==> config.mk <==
export PLATFORM = sky130hd
export DESIGN_NAME = rgb_fade_cycler_with_button_modes_core
export DESIGN_NICKNAME = d
export VERILOG_FILES = /design/src/sv/rfc_pkg.sv /design/src/sv/rfc_scale.sv /design/src/sv/rgb_fade_cycler_with_button_modes_core.sv
export SDC_FILE = /design/constraint.sdc
export NUM_CORES = 2
export LEC_CHECK = 0
export BUFFER_PORTS_ARGS = -buffer_cell sky130_fd_sc_hd__buf_2
export CAP_MARGIN = 25
export CORE_MARGIN = 2
export CORE_UTILIZATION = 55
export CTS_CLUSTER_SIZE = 24
export DETAILED_ROUTE_END_ITERATION = 7
export PLACE_DENSITY = 0.71
export SETUP_SLACK_MARGIN = 0.2
export SYNTH_ARGS = -nofsm -noshare
export SYNTH_HDL_FRONTEND = slang
export SYNTH_SLANG_ARGS = --single-unit
==> constraint.sdc <==
create_clock -name i_clk -period 22 [get_ports i_clk]
set_input_delay 3.3 -clock i_clk [delete_from_list [all_inputs] [get_ports i_clk]]
set_output_delay 3.3 -clock i_clk [all_outputs]
set_load 0.01 [all_outputs]
==> src/sv/rfc_pkg.sv <==
// Types and constants shared by the fade cycler core, its scaler and its checker.
`default_nettype none
package rfc_pkg;

    localparam int DUTY_W  = 9;
    localparam int WIDTH_W = 15;
    localparam int HOLD_W  = 8;
    localparam int STEP_W  = 9;
    localparam int MODE_W  = 2;
    localparam int CFG_IDX_W = 2;

    typedef logic [DUTY_W-1:0]    t_duty;
    typedef logic [WIDTH_W-1:0]   t_width;
    typedef logic [HOLD_W-1:0]    t_hold;
    typedef logic [STEP_W-1:0]    t_step;
    typedef logic [MODE_W-1:0]    t_mode;
    typedef logic [CFG_IDX_W-1:0] t_cfg_idx;

    localparam t_mode MODE_AUTO  = 2'd0;
    localparam t_mode MODE_RED   = 2'd1;
    localparam t_mode MODE_BLUE  = 2'd2;
    localparam t_mode MODE_GREEN = 2'd3;

    localparam t_cfg_idx CFG_PERIOD_LOAD = 2'd0;
    localparam t_cfg_idx CFG_HOLD_TICKS  = 2'd1;
    localparam t_cfg_idx CFG_MAX_STEP    = 2'd2;

    localparam int PERIOD_LOAD_RESET = 11362;
    localparam t_hold HOLD_TICKS_RESET = 8'd30;
    localparam t_step MAX_STEP_RESET   = 9'd400;

    localparam t_duty DUTY_MIN  = 9'd10;
    localparam t_duty DUTY_MAX  = 9'd260;
    localparam t_duty DUTY_TURN = 9'd254;
    localparam t_duty RED_RESET   = 9'd260;
    localparam t_duty GREEN_RESET = 9'd10;
    localparam t_duty BLUE_RESET  = 9'd10;

    localparam t_step STEP_MIN   = 9'd10;
    localparam t_step STEP_DELTA = 9'd2;
    localparam t_step STEP_RESET = 9'd20;

    localparam logic [2:0] RISING_RESET = 3'b110;
    localparam logic [2:0] ACTIVE_RESET = 3'b011;

    // Division of the step by ten: multiply by 205 and shift right by 11 is exact below 1029.
    localparam int RECIP10       = 205;
    localparam int RECIP10_SHIFT = 11;

    localparam int WIDTH_DIV = 1000;

endpackage
`default_nettype wire

==> src/sv/rfc_scale.sv <==
// Two-stage scaler: pulse width equals duty times period load over one thousand.
`default_nettype none
module rfc_scale #(
    parameter int LOAD_BITS = 16
) (
    input  wire                  i_clk,
    input  wire                  i_en,
    input  rfc_pkg::t_duty       i_duty,
    input  wire [LOAD_BITS-1:0]  i_load,
    output rfc_pkg::t_width      o_width
);
    import rfc_pkg::*;

    localparam int PROD_W  = DUTY_W + LOAD_BITS;
    localparam int RECIP_W = PROD_W + 1;
    localparam int FULL_W  = PROD_W + RECIP_W;
    localparam int SHIFT   = PROD_W + 10;
    localparam logic [63:0] RECIP_64 =
        ((64'd1 << SHIFT) + 64'(WIDTH_DIV - 1)) / 64'(WIDTH_DIV);
    localparam logic [RECIP_W-1:0] RECIP = RECIP_64[RECIP_W-1:0];

    logic [PROD_W-1:0] r_prod;
    t_width            r_width;
    logic [FULL_W-1:0] w_full;
    logic [FULL_W-1:0] w_quot;

    assign w_full  = FULL_W'(r_prod) * FULL_W'(RECIP);
    assign w_quot  = w_full >> SHIFT;
    assign o_width = r_width;

    always_ff @(posedge i_clk) begin
        if (i_en) begin
            r_prod  <= PROD_W'(i_duty) * PROD_W'(i_load);
            r_width <= w_quot[WIDTH_W-1:0];
        end
    end

endmodule
`default_nettype wire

==> src/sv/rgb_fade_cycler_with_button_modes_core.sv <==
// An accepted beat updates the duty state; its valid flag then moves through r_va, r_vb and r_vc.
// Throughput: one beat per cycle while no result beat is stalled; the pulse widths pass
// through a registered multiply by the period load and a registered reciprocal
// multiply by 1/1000. Reset is synchronous and active low; it restores the duties,
// flags, step, press counters, mode and configuration registers and empties the pipeline.
`default_nettype none
module rgb_fade_cycler_with_button_modes_core #(
    parameter int COUNTER_BITS = 8,
    parameter int LOAD_BITS    = 16
) (
    input  wire                 i_clk,
    input  wire                 i_rst_n,
    input  wire                 i_cfg_we,
    input  rfc_pkg::t_cfg_idx   i_cfg_addr,
    input  wire [((LOAD_BITS > rfc_pkg::STEP_W) ? LOAD_BITS : rfc_pkg::STEP_W)-1:0] i_cfg_data,
    input  wire                 i_valid,
    output logic                o_stall,
    input  wire                 i_sw1_pressed,
    input  wire                 i_sw2_pressed,
    output logic                o_valid,
    input  wire                 i_stall,
    output rfc_pkg::t_width     o_red_width,
    output rfc_pkg::t_width     o_green_width,
    output rfc_pkg::t_width     o_blue_width,
    output rfc_pkg::t_duty      o_red_level,
    output rfc_pkg::t_duty      o_green_level,
    output rfc_pkg::t_duty      o_blue_level,
    output rfc_pkg::t_mode      o_mode
);
    import rfc_pkg::*;

    localparam int CMP_W = (COUNTER_BITS > HOLD_W) ? COUNTER_BITS : HOLD_W;
    localparam logic [COUNTER_BITS-1:0] CNT_TOP = '1;

    logic [LOAD_BITS-1:0]    r_period;
    t_hold                   r_hold;
    t_step                   r_max_step;

    t_mode                   r_mode, n_mode;
    t_duty                   r_duty [3];
    t_duty                   n_duty [3];
    logic [2:0]              r_rising, n_rising;
    logic [2:0]              r_active, n_active;
    t_step                   r_step, n_step;
    logic [COUNTER_BITS-1:0] r_press1, n_press1;
    logic [COUNTER_BITS-1:0] r_press2, n_press2;
    logic                    r_seen, n_seen;
    logic                    r_first, n_first;
    logic                    r_second, n_second;

    logic                    r_va, r_vb, r_vc;
    t_duty                   r_b_duty [3];
    t_duty                   r_c_duty [3];
    t_mode                   r_b_mode, r_c_mode;

    logic                    w_en, w_accept;
    logic                    w_p1_long, w_p2_long, w_p1_nz;
    logic [17:0]             w_inc_prod, w_dec_prod;
    logic [5:0]              w_inc;
    logic [6:0]              w_dec;

    assign w_en     = !(r_vc && i_stall);
    assign w_accept = i_valid && w_en;
    assign o_stall  = !w_en;
    assign o_valid  = r_vc;

    assign w_p1_long = CMP_W'(r_press1) >= CMP_W'(r_hold);
    assign w_p2_long = CMP_W'(r_press2) >= CMP_W'(r_hold);
    assign w_p1_nz   = r_press1 != '0;

    assign w_inc_prod = 18'(r_step) * 18'(RECIP10);
    assign w_dec_prod = (18'(r_step) + 18'(9)) * 18'(RECIP10);
    assign w_inc      = w_inc_prod[RECIP10_SHIFT +: 6];
    assign w_dec      = w_dec_prod[RECIP10_SHIFT +: 7];

    always_comb begin
        logic [9:0] sum;
        logic [1:0] nxt;
        logic [1:0] prv;
        logic [1:0] sel;
        t_duty      d;

        n_mode   = r_mode;
        n_duty   = r_duty;
        n_rising = r_rising;
        n_active = r_active;
        n_step   = r_step;
        n_press1 = r_press1;
        n_press2 = r_press2;
        n_seen   = r_seen;
        n_first  = r_first;
        n_second = r_second;
        sum      = '0;
        nxt      = '0;
        prv      = '0;
        sel      = '0;
        d        = '0;

        if (i_sw1_pressed) begin
            if (r_press1 != CNT_TOP) begin
                n_press1 = r_press1 + COUNTER_BITS'(1);
            end
            n_seen = 1'b1;
        end else begin
            if (r_seen) begin
                if (r_first) begin
                    n_second = 1'b1;
                end else begin
                    n_first = 1'b1;
                end
                n_seen = 1'b0;
            end
            if (w_p2_long && !w_p1_long && w_p1_nz && n_first && !n_second) begin
                n_mode = MODE_RED;
            end else if (w_p2_long && w_p1_nz && !w_p1_long && n_second) begin
                n_mode = MODE_BLUE;
            end else if (w_p1_long && w_p2_long) begin
                n_mode = MODE_GREEN;
            end
            n_press1 = '0;
        end

        if (i_sw2_pressed) begin
            if (r_press2 != CNT_TOP) begin
                n_press2 = r_press2 + COUNTER_BITS'(1);
            end
        end else begin
            if ((CMP_W'(n_press1) >= CMP_W'(r_hold)) && w_p2_long) begin
                n_mode = MODE_GREEN;
            end
            n_press2 = '0;
            n_first  = 1'b0;
            n_second = 1'b0;
        end

        if (n_mode == MODE_AUTO) begin
            for (int c = 0; c < 3; c++) begin
                nxt = (c == 2) ? 2'd0 : 2'(c + 1);
                prv = (c == 0) ? 2'd2 : 2'(c - 1);
                if (n_active[c]) begin
                    if (n_rising[c]) begin
                        sum = 10'(n_duty[c]) + 10'(w_inc);
                        if (sum >= 10'(DUTY_MAX)) begin
                            n_duty[c]     = DUTY_TURN;
                            n_rising[c]   = 1'b0;
                            n_active[prv] = 1'b0;
                            n_active[nxt] = 1'b1;
                        end else begin
                            n_duty[c] = sum[DUTY_W-1:0];
                        end
                    end else begin
                        if (10'(n_duty[c]) <= 10'(w_dec) + 10'(DUTY_MIN)) begin
                            n_duty[c]     = DUTY_MIN;
                            n_rising[c]   = 1'b1;
                            n_active[c]   = 1'b0;
                            n_active[prv] = 1'b1;
                        end else begin
                            n_duty[c] = n_duty[c] - DUTY_W'(w_dec);
                        end
                    end
                end
            end
            if (i_sw1_pressed) begin
                n_step = (n_step <= STEP_MIN + STEP_DELTA) ? STEP_MIN : n_step - STEP_DELTA;
            end
            if (i_sw2_pressed) begin
                sum = 10'(n_step) + 10'(STEP_DELTA);
                if (sum >= 10'(r_max_step)) begin
                    n_step = r_max_step;
                end else begin
                    n_step = sum[STEP_W-1:0];
                end
            end
        end else begin
            case (n_mode)
                MODE_RED: begin
                    sel = 2'd0;
                end
                MODE_BLUE: begin
                    sel = 2'd2;
                end
                default: begin
                    sel = 2'd1;
                end
            endcase
            d = n_duty[sel];
            if (i_sw1_pressed) begin
                d = (d <= DUTY_MIN + 9'd1) ? DUTY_MIN : d - 9'd1;
            end
            if (i_sw2_pressed) begin
                d = (d >= DUTY_MAX - 9'd1) ? DUTY_MAX : d + 9'd1;
            end
            n_duty[sel] = d;
        end
    end

    always_ff @(posedge i_clk) begin
        if (!i_rst_n) begin
            r_period   <= LOAD_BITS'(PERIOD_LOAD_RESET);
            r_hold     <= HOLD_TICKS_RESET;
            r_max_step <= MAX_STEP_RESET;
        end else if (i_cfg_we) begin
            case (i_cfg_addr)
                CFG_PERIOD_LOAD: begin
                    r_period <= i_cfg_data[LOAD_BITS-1:0];
                end
                CFG_HOLD_TICKS: begin
                    r_hold <= i_cfg_data[HOLD_W-1:0];
                end
                CFG_MAX_STEP: begin
                    r_max_step <= i_cfg_data[STEP_W-1:0];
                end
                default: begin
                end
            endcase
        end
    end

    always_ff @(posedge i_clk) begin
        if (!i_rst_n) begin
            r_mode    <= MODE_AUTO;
            r_duty[0] <= RED_RESET;
            r_duty[1] <= GREEN_RESET;
            r_duty[2] <= BLUE_RESET;
            r_rising  <= RISING_RESET;
            r_active  <= ACTIVE_RESET;
            r_step    <= STEP_RESET;
            r_press1  <= '0;
            r_press2  <= '0;
            r_seen    <= 1'b0;
            r_first   <= 1'b0;
            r_second  <= 1'b0;
        end else if (w_accept) begin
            r_mode   <= n_mode;
            r_duty   <= n_duty;
            r_rising <= n_rising;
            r_active <= n_active;
            r_step   <= n_step;
            r_press1 <= n_press1;
            r_press2 <= n_press2;
            r_seen   <= n_seen;
            r_first  <= n_first;
            r_second <= n_second;
        end
    end

    always_ff @(posedge i_clk) begin
        if (!i_rst_n) begin
            r_va <= 1'b0;
            r_vb <= 1'b0;
            r_vc <= 1'b0;
        end else if (w_en) begin
            r_va <= i_valid;
            r_vb <= r_va;
            r_vc <= r_vb;
        end
    end

    always_ff @(posedge i_clk) begin
        if (w_en) begin
            r_b_duty <= r_duty;
            r_b_mode <= r_mode;
            r_c_duty <= r_b_duty;
            r_c_mode <= r_b_mode;
        end
    end

    rfc_scale #(.LOAD_BITS(LOAD_BITS)) u_scale_red (
        .i_clk   (i_clk),
        .i_en    (w_en),
        .i_duty  (r_duty[0]),
        .i_load  (r_period),
        .o_width (o_red_width)
    );

    rfc_scale #(.LOAD_BITS(LOAD_BITS)) u_scale_green (
        .i_clk   (i_clk),
        .i_en    (w_en),
        .i_duty  (r_duty[1]),
        .i_load  (r_period),
        .o_width (o_green_width)
    );

    rfc_scale #(.LOAD_BITS(LOAD_BITS)) u_scale_blue (
        .i_clk   (i_clk),
        .i_en    (w_en),
        .i_duty  (r_duty[2]),
        .i_load  (r_period),
        .o_width (o_blue_width)
    );

    assign o_red_level   = r_c_duty[0];
    assign o_green_level = r_c_duty[1];
    assign o_blue_level  = r_c_duty[2];
    assign o_mode        = r_c_mode;

endmodule
`default_nettype wire

# Word-level counts from Yosys, hierarchy flattened
# Cells that the tools add are included.
# totals
latch_bits	0
n_memories	0
input_bits	25
wordCells	196
out_inout_bits	76
regBits	277
rom_bits	0
ram_bits	0
# classes
n_reduce_logical	30
shift	0
add_sub_neg	14
eq_ne	11
order_cmp	15
multipliers	8
n_div	0
muxes	83
bitwise_logic	1
# op_table
op	count
9-bit 2-to-1 mux	26
25-bit by 26-bit multiplier with 50-bit output (second input constant)	3
9-bit by 16-bit multiplier with 25-bit output	3
1-bit 2-to-1 mux	32
8-bit 2-to-1 mux	4
9-bit by 6-bit adder with 10-bit output	3
10-bit by 9-bit >= comparator with 1-bit output (second input constant)	3
27-bit bitwise mux	1
27-bit 2-to-1 mux	1
9-bit by 7-bit subtractor with 9-bit output	3
8-bit >= comparator	3
2-bit 2-to-1 mux	11
9-bit by 10-bit <= comparator with 1-bit output	2
9-bit binary-select mux with 2-bit select	1
9-bit demux with 2-bit select	1
9-bit by 4-bit <= comparator with 1-bit output (second input constant)	2
10-bit by 8-bit multiplier with 18-bit output (second input constant)	1
2-bit AND reduction	9
9-bit by 8-bit multiplier with 17-bit output (second input constant)	1
8-bit by 1-bit adder with 8-bit output (second input constant)	2
8-bit inequality test (second input constant)	2
3-bit 2-to-1 mux	5
1-bit logical AND	12
9-bit by 2-bit adder with 10-bit output (second input constant)	1
other kinds (20)	30

# Logic depth before layout (Yosys ltp)
# depth
word_depth	27
depth_mapped	40
mapped_depth_nobuf	37

# Cells and area by module
# A second synthesis with hierarchy kept.
# hier_totals
hier_cells	6301
hier_area_um2	60496.8
# modules_own_cells
mod	cells_per_inst	seq_area_each_um2	instances	area_each_um2
rfc_scale at u_scale_red	1647	1201.2	1	15914.0
rfc_scale at u_scale_blue	1606	1201.2	1	15607.5
rfc_scale at u_scale_green	1503	1201.2	1	14966.9
rgb_fade_cycler_with_button_modes_core	1545	3723.6	1	14008.4

# Worst setup path before layout
# Ideal clock, no wire load.
# synth_timing
path_kind	input-to-output
from	input port i_stall
to	output port o_stall
path_stages	2
path_slack_ps	10903
n_path_buf	0
arrival_time_ps	7797
t_required_ps	18700
cell_sequence	nand2_1 > inv_1
# synth_between
elab_chain_cells	1
# synth_lines
item	line_no	source
start: declaration	rgb_fade_cycler_with_button_modes_core.sv:21	input wire i_stall,
1-bit logical AND	rgb_fade_cycler_with_button_modes_core.sv:62	assign w_en = !(r_vc && i_stall);
end: declaration	rgb_fade_cycler_with_button_modes_core.sv:17	output logic o_stall,
# Every way passes these cells.

# Worst setup path after layout
# layout_timing
from	input port i_sw1_pressed
to	register r_duty[5] (netlist bit)
# layout_between
elab_chain_cells	22
word_cells_on_any_way	34
# layout_lines
item	line_no	source
start: declaration	rgb_fade_cycler_with_button_modes_core.sv:18	input wire i_sw1_pressed,
8-bit 2-to-1 mux (*)	rgb_fade_cycler_with_button_modes_core.sv:99	if (i_sw1_pressed) begin
via n_press1[1]	rgb_fade_cycler_with_button_modes_core.sv:45	logic [COUNTER_BITS-1:0] r_press1, n_press1;
8-bit >= comparator (*)	rgb_fade_cycler_with_button_modes_core.sv:128	if ((CMP_W'(n_press1) >= CMP_W'(r_hold)) && w_p2_long) begin
1-bit logical AND (*)	rgb_fade_cycler_with_button_modes_core.sv:128	
2-bit 2-to-1 mux (*)	rgb_fade_cycler_with_button_modes_core.sv:128	
2-bit 2-to-1 mux (*)	rgb_fade_cycler_with_button_modes_core.sv:123	if (i_sw2_pressed) begin
2-bit == test / 2-bit by 1-bit == test with 1-bit output (equally long branches)	rgb_fade_cycler_with_button_modes_core.sv:175	case (n_mode)
2-bit case mux with 2 select lines	rgb_fade_cycler_with_button_modes_core.sv:175	
(+7 left out)	n/a	
9-bit 2-to-1 mux	rgb_fade_cycler_with_button_modes_core.sv:187	if (i_sw1_pressed) begin
9-bit 2-to-1 mux	rgb_fade_cycler_with_button_modes_core.sv:136	if (n_mode == MODE_AUTO) begin
9-bit by 1-bit adder with 9-bit output / 9-bit >= comparator (equally long branches)	rgb_fade_cycler_with_button_modes_core.sv:191	d = (d >= DUTY_MAX - 9'd1) ? DUTY_MAX : d + 9'd1;
9-bit 2-to-1 mux	rgb_fade_cycler_with_button_modes_core.sv:191	
9-bit 2-to-1 mux	rgb_fade_cycler_with_button_modes_core.sv:190	if (i_sw2_pressed) begin
9-bit 2-to-1 mux	rgb_fade_cycler_with_button_modes_core.sv:136	
27-bit bitwise mux	rgb_fade_cycler_with_button_modes_core.sv:193	n_duty[sel] = d;
27-bit 2-to-1 mux	rgb_fade_cycler_with_button_modes_core.sv:136	
end signal: assignment	rgb_fade_cycler_with_button_modes_core.sv:235	r_duty <= n_duty;
end: declaration	rgb_fade_cycler_with_button_modes_core.sv:40	t_duty r_duty [3];
# The timed path passes the listed nets; every way through them passes the cells marked *. The select of a mux whose other input is x is not followed.
# A chain may end at the register's enable or synchronous reset.

==> results.md <==
- The slowest stage of the critical path belongs to the cell sky130_fd_sc_hd__nor2b_1.
- The total cell area at the placement stage is 60000 um^2.
- For the pin with the worst max-slew slack, the measured transition is 1.09 ns.
- The final number of hold-violating endpoints is 0.
- Entering global routing, the biggest net connects 71 pins.
- The number of remaining DRC errors is 0.
- The share of the synthesized area in the top cell type is 32.7%.
- The count of input and output buffers is 100.
- The die height is 329 um.
- Of all flip-flops after synthesis, the portion carrying an async set or reset was 0%.
- The count of hold-fix buffers inserted at cts is 0.
- STA puts the critical path data arrival time at 11.78 ns.
- CTS saw 277 sinks.
- The layout has 9078 filler cells.
- For this run, the slowest stage of the critical path takes 0.68 ns.
- The endpoint type of the worst setup path is a flop.
- By startpoint and endpoint, the worst setup path is classified as primary input to flop.
- The number of buffers inserted during clock tree synthesis is 39.
- The detail route stage leaves a number of antenna-violating nets equal to 0.
- The peak clock frequency supported by timing is 88.9 MHz.
- The buffer levels on the longest clock path is 3.
- The iteration-0 DRC count of the detailed router is 2179.
- The first global-routing pass estimated 224000 um of wire.
- Measured against its own limit, the worst slew margin works out to 26.8%.
- The die outline width is 329 um.
- The cell sitting at the root of the clock tree is a sky130_fd_sc_hd__clkbuf_16.
- In the post-synthesis netlist, the biggest area contributors are sky130_fd_sc_hd__fa_1, sky130_fd_sc_hd__ha_1, sky130_fd_sc_hd__inv_1, sky130_fd_sc_hd__edfxtp_1, sky130_fd_sc_hd__dfxtp_1.
- TritonCTS built the clock tree.
- The via total after detailed routing is 40.7k.
- Setup repair after global routing left no endpoint under its margin.
- The final layout contains routed wiring with a total length of 135000 um.
- Counting distinct cell types in the post-synthesis netlist gives 86.
- The number of slew-limit violations in the final report came to 0.
- Clock-pin slew was measured on the worst setup and hold paths at 0.06 ns.
- The area growth from synthesis to final layout is 5.80%.
- The number of gates resized after CTS is 0.
- The most used flip-flop cell after synthesis is sky130_fd_sc_hd__edfxtp_1.
- The average vias per placed instance is 5.46.
- The number of nets handed over by synthesis was 8040.
- Once the clock tree was built, the setup fixing pass inserted 0 buffers.
- Of all nets on the critical path, the largest fanout is 28.
- The number of synthesis warnings is 0.
- The part of the Yosys area used for sequential elements is 12.6%.
- The floorplan step defined a die boundary enclosing 108000 um^2.
- The post-route netlist has 4.36% of its cells at a drive strength greater than 1.
- The core region area is 105000 um^2.
- STA classifies the critical path startpoint as a primary input.
- The number of flops mapped to enable cells by yosys is 178.
- Setup violations remaining at the end of the flow were counted as 0.
- The total of flip-flops plus latches after synthesis is 277.
- The design area is 61300 um^2.
- The synthesized netlist occupies a cell area of 58000 um^2.
- The global-route usage over all layers is 26.0%.
- The final worst-path cycle share is 51.1%.
- The shortest period the worst path allows is 11.25 ns.
- The worst clock skew is 0.0307 ns.
- The tightest min-delay check is of the flop to flop type.
- The flop-to-flop setup slack is 12.94 ns.
- The cell taking the most area after synthesis is sky130_fd_sc_hd__fa_1.
- The overflow left after global routing is 0.
- The data required time at the worst endpoint is 22.53 ns.
- For this configuration, the core starts out at a cell density of 55.2%.
- The number of violations of the max-capacitance limit is 0.
- The total negative slack is 0 ns.
- The wire-length estimate of the detail-placed layout is 110000 um.
- Dividing the detail-routed wire length by the instance count gives 18.1 um.
- The H-tree was split into 2 levels.
- The run finished with clean final reports.
- The first detailed-routing pass took 5 iterations.
- The via count of the first global-routing pass was 43.0k.
- The synthesized instance count is 5989.
- The top-level I/O count is 101.
- The placer congestion estimate is 0.960.
- The clock latency on the worst-skew pair is 0.61 ns.
- The final-stage net count is 8078.
- The number of cell rows is 119.
- The average footprint of a synthesized cell is 9.68 um^2.
- The number of antenna violations at the first check in global routing was 4.
[final timing paths]
| check | startpoint | to | cells past startpoint |
|---|---|---|---|
| worst min-delay path | r_b_duty[22] | o_red_level[4] | 0 |
| worst max register to register | r_press1[1] | r_duty[5] | 39 |
| worst max-delay path | i_sw1_pressed | r_duty[5] | 36 |
| worst min register to register | r_b_duty[22] | o_red_level[4] | 0 |
[flip-flops by register name, summed over array words and instances, names as in the netlist, 15 cells and up]
register and cells:
u_scale_red.r_prod 25, r_period 16, u_scale_green.o_width 15, r_duty 27
u_scale_green.r_prod 25, u_scale_blue.o_width 15, r_b_duty 27, u_scale_blue.r_prod 25
u_scale_red.o_width 15
[cell usage after synthesis (54+ instances only)]
| master | instances |
|---|---|
| sky130_fd_sc_hd__xnor2_1 | 129 |
| sky130_fd_sc_hd__ha_1 | 1080 |
| sky130_fd_sc_hd__and2_1 | 168 |
| sky130_fd_sc_hd__o21ai_0 | 126 |
| sky130_fd_sc_hd__a21o_1 | 95 |
| sky130_fd_sc_hd__dfxtp_1 | 99 |
| sky130_fd_sc_hd__clkbuf_1 | 144 |
| sky130_fd_sc_hd__inv_1 | 1468 |
| sky130_fd_sc_hd__nor3_1 | 57 |
| sky130_fd_sc_hd__edfxtp_1 | 178 |
| sky130_fd_sc_hd__a21oi_1 | 182 |
| sky130_fd_sc_hd__nand3_1 | 54 |
| sky130_fd_sc_hd__nor2_1 | 184 |
| sky130_fd_sc_hd__nand2_1 | 482 |
| sky130_fd_sc_hd__fa_1 | 946 |
[worst max-delay path, delay by kind of cell]
kind / cells / cell delay (ns)
buffers and inverters: 6 / 1.61
AO/OA/AOI/OAI: 16 / 2.83
adder cells (fa/ha/maj): 4 / 1.24
AND/OR/NAND/NOR: 10 / 2.80
[area by class of cell]
cell class / count / area (um^2) / share of cell area [%]
antenna: 1 / 2.50 / 0.00408
clock buffer: 46 / 1030 / 1.69
clock inverter: 23 / 260 / 0.424
inverter: 1469 / 5510 / 8.99
multi-input combinational: 4080 / 44500 / 72.6
sequential: 277 / 7330 / 11.9
tap: 1391 / 1740 / 2.84
timing repair buffer: 160 / 946 / 1.54
[routing by layer]
metal | routed length, um | track usage, % | up-vias
met4 | 3690 | 6.84 | 4
met1 | 60400 | 35.9 | 20290
met5 | 27 | 0 | -
li1 | - | - | 19125
met2 | 63400 | 43.3 | 1012
met3 | 7360 | 3.24 | 231
[placed cells by master (no fill, tap or decap), drive strengths merged, types with 11 or more instances in the layout]
master  instances
nand2b         21
nor3           57
nor2b          27
o31ai          14
a211oi         32
nand4          32
a21oi         182
inv          1474
clkinv         11
or2            18
or3            11
and3           21
nand3          54
fa            946
a31oi          30
o41ai          13
mux2i          27
xor2           50
o21bai         17
o211ai         18
nand2         482
edfxtp        178
a21boi         11
clkbuf         46
buf           160
nor4           18
ha           1080
dfxtp          99
o21ai         131
xnor2         129
and2          169
o21a           29
a21o           95
nor2          184
[cell families (layout without fill, tap and decap cells)]
| group | count (synthesis) | in the layout | share of synthesized area (%) |
|---|---|---|---|
| xor gates and xnor gates | 180 | 180 | 2.74 |
| muxes | 32 | 32 | 0.563 |
| DFF | 277 | 277 | 12.6 |
| AOI/OAI and AO/OA | 693 | 693 | 7.92 |
| other | 0 | 1 | 0 |
| adders and majority gates | 2036 | 2036 | 56.2 |
| buffers and inverters | 1632 | 1698 | 10.6 |
| and+or+nand+nor | 1139 | 1139 | 9.35 |
[per-stage QoR]
step | worst slack [ns] | utilization, % | instances | hold WS [ns]
after global routing | 9.95 | 58.4 | 7446 | 0.408
after detailed placement | 9.84 | 57.2 | 7376 | 0.406
final | 10.75 | 58.4 | 7447 | 0.407
after global placement | 9.55 | 57.2 | 7374 | 0.401
after CTS | 10.49 | 58.4 | 7445 | 0.408
after floorplan | 10.90 | - | 5989 | 0.400
Power is left out: the tool's default activity adds up to more than one toggle a clock period on the data nets, which glitch-free logic cannot reach.
